File: src/design/mps_pkg.sv
// Package: sizes, level queue command and status types for the scheduler.
`timescale 1ns / 1ps
package mps_pkg;
  localparam int MAX_PROCS  = 32;
  localparam int NUM_LEVELS = 4;
  localparam int ID_W       = 5;
  localparam int CNT_W      = $clog2(MAX_PROCS + 1);
  localparam int LVL_W      = $clog2(NUM_LEVELS);
  localparam int WAIT_W     = 8;
  localparam logic [WAIT_W-1:0] WAIT_MAX    = 8'hFF;
  localparam logic [7:0]        AGING_RESET = 8'd5;

  typedef enum logic [1:0] {
    LQ_NOP  = 2'd0,
    LQ_PUSH = 2'd1,
    LQ_POP  = 2'd2,
    LQ_ROT  = 2'd3
  } lq_op_t;

  typedef struct packed {
    lq_op_t          op;
    logic [ID_W-1:0] id;
  } lq_cmd_t;

  typedef struct packed {
    logic [ID_W-1:0]  head;
    logic [CNT_W-1:0] count;
  } lq_stat_t;
endpackage

File: src/design/multilevel_priority_scheduler_aging_unit.sv
// Top level: level queues, per-id bookkeeping and the tick sequencer.
//   channel | signals                                   | dir
//   in      | in_valid in_ready op process_id level run_length | in
//   out     | out_valid out_ready idle served_id first_run finished | out
//   cfg     | cfg_valid cfg_ready cfg_data              | in
// An arrival word is handled while idle. A tick is accepted, served, then
// each level is aged and each of levels 1..3 is scanned for promotion: load
// the count, one entry per cycle through the single wait-counter port, then
// step on. Reset empties queues, clears started flags, loads AGING_RESET threshold.
// The serve cycle stalls while a previous result word is still waiting.
`timescale 1ns / 1ps
module multilevel_priority_scheduler_aging_unit (
  input  logic                     clk,
  input  logic                     rst,
  input  logic                     in_valid,
  output logic                     in_ready,
  input  logic                     op,
  input  logic [4:0]               process_id,
  input  logic [1:0]               level,
  input  logic [7:0]               run_length,
  output logic                     out_valid,
  input  logic                     out_ready,
  output logic                     idle,
  output logic [4:0]               served_id,
  output logic                     first_run,
  output logic                     finished,
  input  logic                     cfg_valid,
  output logic                     cfg_ready,
  input  logic [7:0]               cfg_data
);
  typedef enum logic [3:0] {
    ST_IDLE  = 4'b0001,
    ST_SERVE = 4'b0010,
    ST_AGE   = 4'b0100,
    ST_PROMO = 4'b1000
  } state_t;

  state_t state, state_next;
  logic [mps_pkg::LVL_W-1:0] lv, lv_next;
  logic [mps_pkg::CNT_W-1:0] cnt, cnt_next;
  logic                      fresh, fresh_next;
  logic [7:0]                threshold;

  logic [7:0]                rem     [mps_pkg::MAX_PROCS];
  logic [mps_pkg::WAIT_W-1:0] wait_q [mps_pkg::MAX_PROCS];
  logic                      started [mps_pkg::MAX_PROCS];

  mps_pkg::lq_cmd_t  cmd  [mps_pkg::NUM_LEVELS];
  mps_pkg::lq_stat_t stat [mps_pkg::NUM_LEVELS];

  logic                      rem_we, wait_we, start_we, start_val;
  logic [mps_pkg::ID_W-1:0]  rem_id, wait_id, start_id;
  logic [7:0]                rem_val;
  logic [mps_pkg::WAIT_W-1:0] wait_val;

  logic                      res_load, res_idle, res_first, res_fin;
  logic [mps_pkg::ID_W-1:0]  res_id;

  logic [mps_pkg::LVL_W-1:0] sel, lv_up;
  logic                      any;
  logic [mps_pkg::ID_W-1:0]  cur_head, sel_head;
  logic [mps_pkg::WAIT_W-1:0] wait_cur;
  logic                      out_free;

  for (genvar l = 0; l < mps_pkg::NUM_LEVELS; l++) begin : g_lvl
    mps_level u_level (
      .clk  (clk),
      .rst  (rst),
      .cmd  (cmd[l]),
      .stat (stat[l])
    );
  end

  assign in_ready  = (state == ST_IDLE);
  assign cfg_ready = 1'b1;
  assign out_free  = !out_valid || out_ready;
  assign lv_up     = lv - 1'b1;
  assign cur_head  = stat[lv].head;
  assign wait_cur  = wait_q[cur_head];
  assign sel_head  = stat[sel].head;

  always_comb begin
    sel = '0;
    any = 1'b0;
    for (int l = mps_pkg::NUM_LEVELS - 1; l >= 0; l--) begin
      if (stat[l].count != '0) begin
        sel = mps_pkg::LVL_W'(l);
        any = 1'b1;
      end
    end
  end

  always_comb begin
    state_next = state;
    lv_next    = lv;
    cnt_next   = cnt;
    fresh_next = fresh;
    for (int l = 0; l < mps_pkg::NUM_LEVELS; l++) begin
      cmd[l].op = mps_pkg::LQ_NOP;
      cmd[l].id = cur_head;
    end
    rem_we    = 1'b0;
    rem_id    = process_id;
    rem_val   = run_length;
    wait_we   = 1'b0;
    wait_id   = cur_head;
    wait_val  = '0;
    start_we  = 1'b0;
    start_id  = process_id;
    start_val = 1'b0;
    res_load  = 1'b0;
    res_idle  = 1'b1;
    res_id    = '0;
    res_first = 1'b0;
    res_fin   = 1'b0;
    unique case (state)
      ST_IDLE: begin
        if (in_valid) begin
          if (op) begin
            state_next = ST_SERVE;
          end else if (stat[level].count != mps_pkg::CNT_W'(mps_pkg::MAX_PROCS)) begin
            cmd[level].op = mps_pkg::LQ_PUSH;
            cmd[level].id = process_id;
            rem_we        = 1'b1;
            wait_we       = 1'b1;
            wait_id       = process_id;
            start_we      = 1'b1;
          end
        end
      end
      ST_SERVE: begin
        if (out_free) begin
          res_load   = 1'b1;
          state_next = ST_AGE;
          lv_next    = '0;
          fresh_next = 1'b1;
          if (any) begin
            res_idle  = 1'b0;
            res_id    = sel_head;
            res_first = !started[sel_head];
            start_we  = 1'b1;
            start_id  = sel_head;
            start_val = 1'b1;
            rem_we    = 1'b1;
            rem_id    = sel_head;
            if (rem[sel_head] <= 8'd1) begin
              rem_val     = '0;
              res_fin     = 1'b1;
              cmd[sel].op = mps_pkg::LQ_POP;
            end else begin
              rem_val     = rem[sel_head] - 1'b1;
              cmd[sel].op = mps_pkg::LQ_ROT;
            end
          end
        end
      end
      ST_AGE: begin
        if (fresh) begin
          cnt_next   = stat[lv].count;
          fresh_next = 1'b0;
        end else if (cnt == '0) begin
          fresh_next = 1'b1;
          if (lv == mps_pkg::LVL_W'(mps_pkg::NUM_LEVELS - 1)) begin
            state_next = ST_PROMO;
            lv_next    = mps_pkg::LVL_W'(1);
          end else begin
            lv_next = lv + 1'b1;
          end
        end else begin
          cmd[lv].op = mps_pkg::LQ_ROT;
          wait_we    = 1'b1;
          wait_val   = (wait_cur == mps_pkg::WAIT_MAX) ? wait_cur : wait_cur + 1'b1;
          cnt_next   = cnt - 1'b1;
        end
      end
      ST_PROMO: begin
        if (fresh) begin
          cnt_next   = stat[lv].count;
          fresh_next = 1'b0;
        end else if (cnt == '0) begin
          fresh_next = 1'b1;
          if (lv == mps_pkg::LVL_W'(mps_pkg::NUM_LEVELS - 1)) begin
            state_next = ST_IDLE;
          end else begin
            lv_next = lv + 1'b1;
          end
        end else begin
          cnt_next = cnt - 1'b1;
          if ((wait_cur >= threshold) &&
              (stat[lv_up].count != mps_pkg::CNT_W'(mps_pkg::MAX_PROCS))) begin
            cmd[lv].op    = mps_pkg::LQ_POP;
            cmd[lv_up].op = mps_pkg::LQ_PUSH;
            wait_we       = 1'b1;
            wait_val      = '0;
          end else begin
            cmd[lv].op = mps_pkg::LQ_ROT;
          end
        end
      end
      default: state_next = ST_IDLE;
    endcase
  end

  always_ff @(posedge clk) begin
    if (rst) begin
      state     <= ST_IDLE;
      lv        <= '0;
      cnt       <= '0;
      fresh     <= 1'b0;
      threshold <= mps_pkg::AGING_RESET;
      out_valid <= 1'b0;
      for (int i = 0; i < mps_pkg::MAX_PROCS; i++) begin
        started[i] <= 1'b0;
      end
    end else begin
      state <= state_next;
      lv    <= lv_next;
      cnt   <= cnt_next;
      fresh <= fresh_next;
      if (cfg_valid) begin
        threshold <= cfg_data;
      end
      if (res_load) begin
        out_valid <= 1'b1;
      end else if (out_ready) begin
        out_valid <= 1'b0;
      end
      if (start_we) begin
        started[start_id] <= start_val;
      end
    end
  end

  always_ff @(posedge clk) begin
    if (rem_we) begin
      rem[rem_id] <= rem_val;
    end
    if (wait_we) begin
      wait_q[wait_id] <= wait_val;
    end
    if (res_load) begin
      idle      <= res_idle;
      served_id <= res_id;
      first_run <= res_first;
      finished  <= res_fin;
    end
  end
endmodule

File: src/design/mps_cell.sv
// One queue slot: loads a new id or takes its right neighbour's id.
`timescale 1ns / 1ps
module mps_cell (
  input  logic                     clk,
  input  logic                     shift,
  input  logic                     load,
  input  logic [mps_pkg::ID_W-1:0] right_in,
  input  logic [mps_pkg::ID_W-1:0] load_in,
  output logic [mps_pkg::ID_W-1:0] q
);
  always_ff @(posedge clk) begin
    if (load) begin
      q <= load_in;
    end else if (shift) begin
      q <= right_in;
    end
  end
endmodule

File: src/design/mps_level.sv
// One priority level: a row of cells, head at cell 0, with a fill count.
`timescale 1ns / 1ps
module mps_level (
  input  logic              clk,
  input  logic              rst,
  input  mps_pkg::lq_cmd_t  cmd,
  output mps_pkg::lq_stat_t stat
);
  logic [mps_pkg::ID_W-1:0]  q [mps_pkg::MAX_PROCS];
  logic [mps_pkg::CNT_W-1:0] count;
  logic                      shift;
  logic [mps_pkg::ID_W-1:0]  load_in;

  assign shift   = (cmd.op == mps_pkg::LQ_POP) || (cmd.op == mps_pkg::LQ_ROT);
  assign load_in = (cmd.op == mps_pkg::LQ_PUSH) ? cmd.id : q[0];

  for (genvar i = 0; i < mps_pkg::MAX_PROCS; i++) begin : g_cell
    logic load;
    logic [mps_pkg::ID_W-1:0] right_in;
    assign load = ((cmd.op == mps_pkg::LQ_PUSH) && (count == mps_pkg::CNT_W'(i))) ||
                  ((cmd.op == mps_pkg::LQ_ROT) && (count == mps_pkg::CNT_W'(i + 1)));
    if (i == mps_pkg::MAX_PROCS - 1) begin : g_last
      assign right_in = q[i];
    end else begin : g_mid
      assign right_in = q[i+1];
    end
    mps_cell u_cell (
      .clk      (clk),
      .shift    (shift),
      .load     (load),
      .right_in (right_in),
      .load_in  (load_in),
      .q        (q[i])
    );
  end

  always_ff @(posedge clk) begin
    if (rst) begin
      count <= '0;
    end else begin
      case (cmd.op)
        mps_pkg::LQ_PUSH: count <= count + 1'b1;
        mps_pkg::LQ_POP:  count <= count - 1'b1;
        default:          count <= count;
      endcase
    end
  end

  assign stat.head  = q[0];
  assign stat.count = count;
endmodule

File: config.mk
export PLATFORM = sky130hd
export DESIGN_NAME = multilevel_priority_scheduler_aging_unit
export DESIGN_NICKNAME = d
export VERILOG_FILES = /design/src/design/mps_pkg.sv /design/src/design/multilevel_priority_scheduler_aging_unit.sv /design/src/design/mps_cell.sv /design/src/design/mps_level.sv
export SDC_FILE = /design/constraint.sdc
export NUM_CORES = 2
export LEC_CHECK = 0
export BUFFER_PORTS_ARGS = -buffer_cell sky130_fd_sc_hd__buf_2
export CORE_MARGIN = 3
export CORE_UTILIZATION = 50
export CTS_CLUSTER_SIZE = 14
export DETAILED_ROUTE_END_ITERATION = 6
export PLACE_DENSITY = 0.65
export SLEW_MARGIN = 20
export SYNTH_ARGS = -nofsm -noshare
export SYNTH_HDL_FRONTEND = slang
export SYNTH_HIERARCHICAL = 1
export SYNTH_SLANG_ARGS = --single-unit
File: constraint.sdc
create_clock -name clk -period 7.85 [get_ports clk]
set_input_delay 0.785 -clock clk [delete_from_list [all_inputs] [get_ports clk]]
set_output_delay 0.785 -clock clk [all_outputs]
set_load 0.005 [all_outputs]
==> results by group <==
Worst setup path
  – Critical setup path kind: reg2reg
  – Arrival time at the worst endpoint: 8.00 ns
  – Most used cell, CP: nor2_1
  – Startpoint Class: flip-flop
  – Reg2reg path depth: 20
  – Critical Path Source: g_lvl[0].u_level/count[0]
  – CP Max Fanout: 10
  – CP cell instances: nor4_2 > nand2_1 > a31oi_2 > nor2_1 > nor3_1 > a32oi_1 > a41oi_1 > a32oi_2 > inv_1 > ha_1 > nor2_1 > or3b_1 > nor3_2 > o221ai_1 > ha_1 > buf_4 > a22o_1 > nand2_1 > nor2_1 > or2_2
  – FF-to-FF setup slack: 0.30 ns
  – Worst path max stage delay: 0.85 ns
  – Reg2reg end: g_lvl[1].u_level/g_cell[21].u_cell/q[1]
  – Setup crit end kind: flip-flop
  – RR Startpoint: g_lvl[0].u_level/count[0]
  – Req. time, crit path: 8.30 ns
  – Slowest library cell on the worst path: nor3_1

Clock tree
  – Clk sinks: 1238
  – CTS tree: built
  – Total CTS buffers: 133
  – Clock buffer depth: 3
  – Worst-Skew Late Latency: 0.73 ns
  – Reg clk slew, reported paths: 0.06 ns
  – Setup Buffers After CTS: 0
  – Clock root cell: clkbuf_16
  – H-tree depth reported by CTS: 4

GRT
  – Gr usage total: 21.3%
  – Grt ovf: 0
  – Initial antenna violation count: 6
  – Most used routing layer: met2
  – Global-route wire length before repair: 192000 um
  – Met3 GRT Util: 4.30%
  – GR Util met2: 32.5%
  – Met1 Usage GRT: 31.2%
  – Vias in the first global route: 31400
  – Largest net degree at the start of global routing: 67

Synthesis
  – Post-synth top flop: edfxtp_1
  – EDFF count, synth: 1192
  – Yosys warnings: 6
  – Area leader, netlist: edfxtp_1
  – Most instantiated library cell after synthesis: edfxtp_1
  – Top-area cell type share of the netlist area: 63.7%
  – Register area share after synthesis: 65.3%
  – Ys async rst share: 0%
  – Post-synthesis cell count: 3655
  – Top post-synthesis cells by area: edfxtp_1, mux2_2, mux4_2
  – Post-Syn Nets: 3735
  – Cell area after synthesis: 56200 sq um
  – FF+latch count, synth: 1238
  – Synth top cells by count: edfxtp_1, mux2_2, nand2_1
  – Synthesized area per cell: 15.4 sq um
  – Synth cell types: 101

STA
  – Final worst path period need: 7.55 ns
  – Highest clock rate: 133 MHz
  – Worst slew pin tran: 1.12 ns
  – Tcrit/Tclk final: 96.1%
  – Setup TNS: 0 ns
  – RSZ-0062 raised after global routing: no
  – Setup-failing EPs final: 0
  – Fin. max-slew vios: 0
  – Max-slew headroom: 24.9%
  – Clock skew: 0.0358 ns
  – Final hold vios: 0
  – Worst setup margin: 0.303 ns

Drt
  – Total Routed Length: 125000 um
  – Antenna Nets Post-Route: 0
  – DR pass1 iterations: 5
  – Via count: 31800
  – Drt initial violations: 2812
  – # DRC: 0
  – Routed length per placed instance: 23.1 um
  – Vias per cell: 5.90

Die
  – Core Footprint: 111000 sq um
  – Starting Density: 50.6%
  – Die H: 341 um
  – Num rows: 122
  – Die width: 341 um
  – I/O pin cnt: 40
  – Full die area: 117000 sq um

Power and ir drop
  – Comb pwr share: 6.5%
  – Net switching power: 3130 uW
  – Worst vdd ir: 0.198 mV
  – Cell Int Power: 11000 uW
  – Clock power frac: 42.6%
  – Part of the power in registers: 50.9%
  – P per Cell Area: 225 nW/um^2
  – Total power: 14200 uW
  – Proportion of total power due to net switching: 22.1%
  – Leak pwr: 0.0211 uW

Min path
  – Hold Path Class: in2reg
  – WHS Endpoint: threshold[3]
  – Hold path start: cfg_data[3]
  – Hold depth: 3

Layout
  – Nets: 3886
  – Layout cells sized above 1: 33.5%
  – Final Util: 56.6%
  – Layout Cell Area excl Fill: 62900 sq um
  – Synthesis-to-finish area growth: 11.9%

Placed design
  – Routability congestion estimate: 0.843
  – Dpl ws: 0.345 ns
  – Dpl cell area: 58700 sq um
  – Dpl hpwl: 80700 um
  – Port-buffer cells: 38

Outcome
  – Status: finished, final reports clean

Run
  – Max-Cap Viols: 0
==> metrics by stage <==
stage | std cells | hold slack, ns
after floorplan | 3655 | 0.449
after global placement | 5157 | 0.477
after detailed placement | 5157 | 0.483
after CTS | 5389 | 0.242
after global routing | 5391 | 0.277
final | 5398 | 0.295
==> area by class of cell <==
| class | instances | area, sq um |
|---|---|---|
| diodes | 7 | 17.5 |
| clock inverters | 72 | 679 |
| flip-flops and latches | 1238 | 36700 |
| repair buffers | 152 | 1070 |
| clock buffers | 160 | 3480 |
| multi-input cells | 2214 | 18800 |
| inverters | 67 | 251 |
| well taps | 1488 | 1860 |
| fillers | 8842 | 48200 |
==> critical path: cells and delay by family, from the launching register on <==
family / cells / cell delay (ns)
fa+ha+maj: 2 / 0.59
simple gates: 10 / 3.90
flops: 1 / 0.47
compound gates: 6 / 2.00
buf+inv: 2 / 0.32
==> what timing repair did <==
action                     CTS  global route
hold endpoints to repair     0             0
setup endpoints to repair    0           121
hold buffers                 0             0
gates resized for setup      0             2
==> how the worst max path moves through the flow <==
stage	cells past startpoint	slack [ns]	to
floorplan	27	1.16	g_lvl[0].u_level/g_cell[3].u_cell/q[0]
global placement	19	0.38	g_lvl[1].u_level/g_cell[25].u_cell/q[1]
detailed placement	20	0.35	g_lvl[1].u_level/g_cell[25].u_cell/q[1]
CTS	20	0.31	g_lvl[1].u_level/g_cell[21].u_cell/q[1]
global route	20	0.009	g_lvl[1].u_level/g_cell[21].u_cell/q[4]
finish	20	0.30	g_lvl[1].u_level/g_cell[21].u_cell/q[1]
==> flip-flops by register name (all words and copies together), names as in the netlist <==
register / flops
finished: 1
out_valid: 1
g_lvl.u_level/count: 24
g_lvl.u_level/g_cell.u_cell/q: 640
idle: 1
started: 32
first_run: 1
wait_q: 256
threshold: 8
lv: 2
served_id: 5
cnt: 6
rem: 256
state: 4
fresh: 1
==> power by group through the flow <==
| stage | Sequential, uW | Combinational [uW] | Clock, uW |
|---|---|---|---|
| after floorplan | 7340 | 611 | 0 |
| after global placement | 7340 | 896 | 0 |
| after detailed placement | 7340 | 899 | 0 |
| after CTS | 7200 | 904 | 6190 |
| after global routing | 7200 | 986 | 6440 |
| final | 7210 | 923 | 6030 |
==> logic make-up after synthesis <==
group / Yosys count / share of synthesized area, %
other: 1 / 0.00667
flip-flops: 1238 / 65.3
adder cells (fa/ha/maj): 51 / 1.13
AO/OA/AOI/OAI: 324 / 4.08
AND/OR/NAND/NOR: 928 / 8.29
multiplexers: 896 / 19.3
XOR/XNOR: 14 / 0.218
buffers and inverters: 203 / 1.70
==> routing by layer <==
layer	share of wire, %	up-vias
met5	0.017	-
met3	7.2	183
met2	46	1035
met1	45	16100
met4	2.2	4
li1	-	14500
==> cell usage in the layout, fill, tap and decap left out, types with 10 or more instances in the layout <==
cell type / n
a21o_1: 11
ha_1: 51
or3_1: 14
bufinv_16: 12
dfxtp_1: 46
a221oi_1: 14
and2_1: 12
nand2b_1: 21
nand3_1: 54
inv_1: 63
nor2_1: 213
clkbuf_1: 23
clkinv_2: 18
a22o_1: 13
nor4_1: 16
nor2b_1: 12
mux2i_1: 128
buf_2: 38
or2_2: 137
clkinv_1: 29
a21oi_1: 59
buf_4: 110
o22ai_1: 10
a211oi_1: 16
a31oi_1: 12
nand4_1: 21
nand2_1: 242
nor3_1: 90
edfxtp_1: 1192
o21ai_0: 68
mux2_2: 686
clkbuf_16: 134
a22oi_1: 15
mux4_2: 80
and3_1: 25
(Power assumes the default switching activity.)
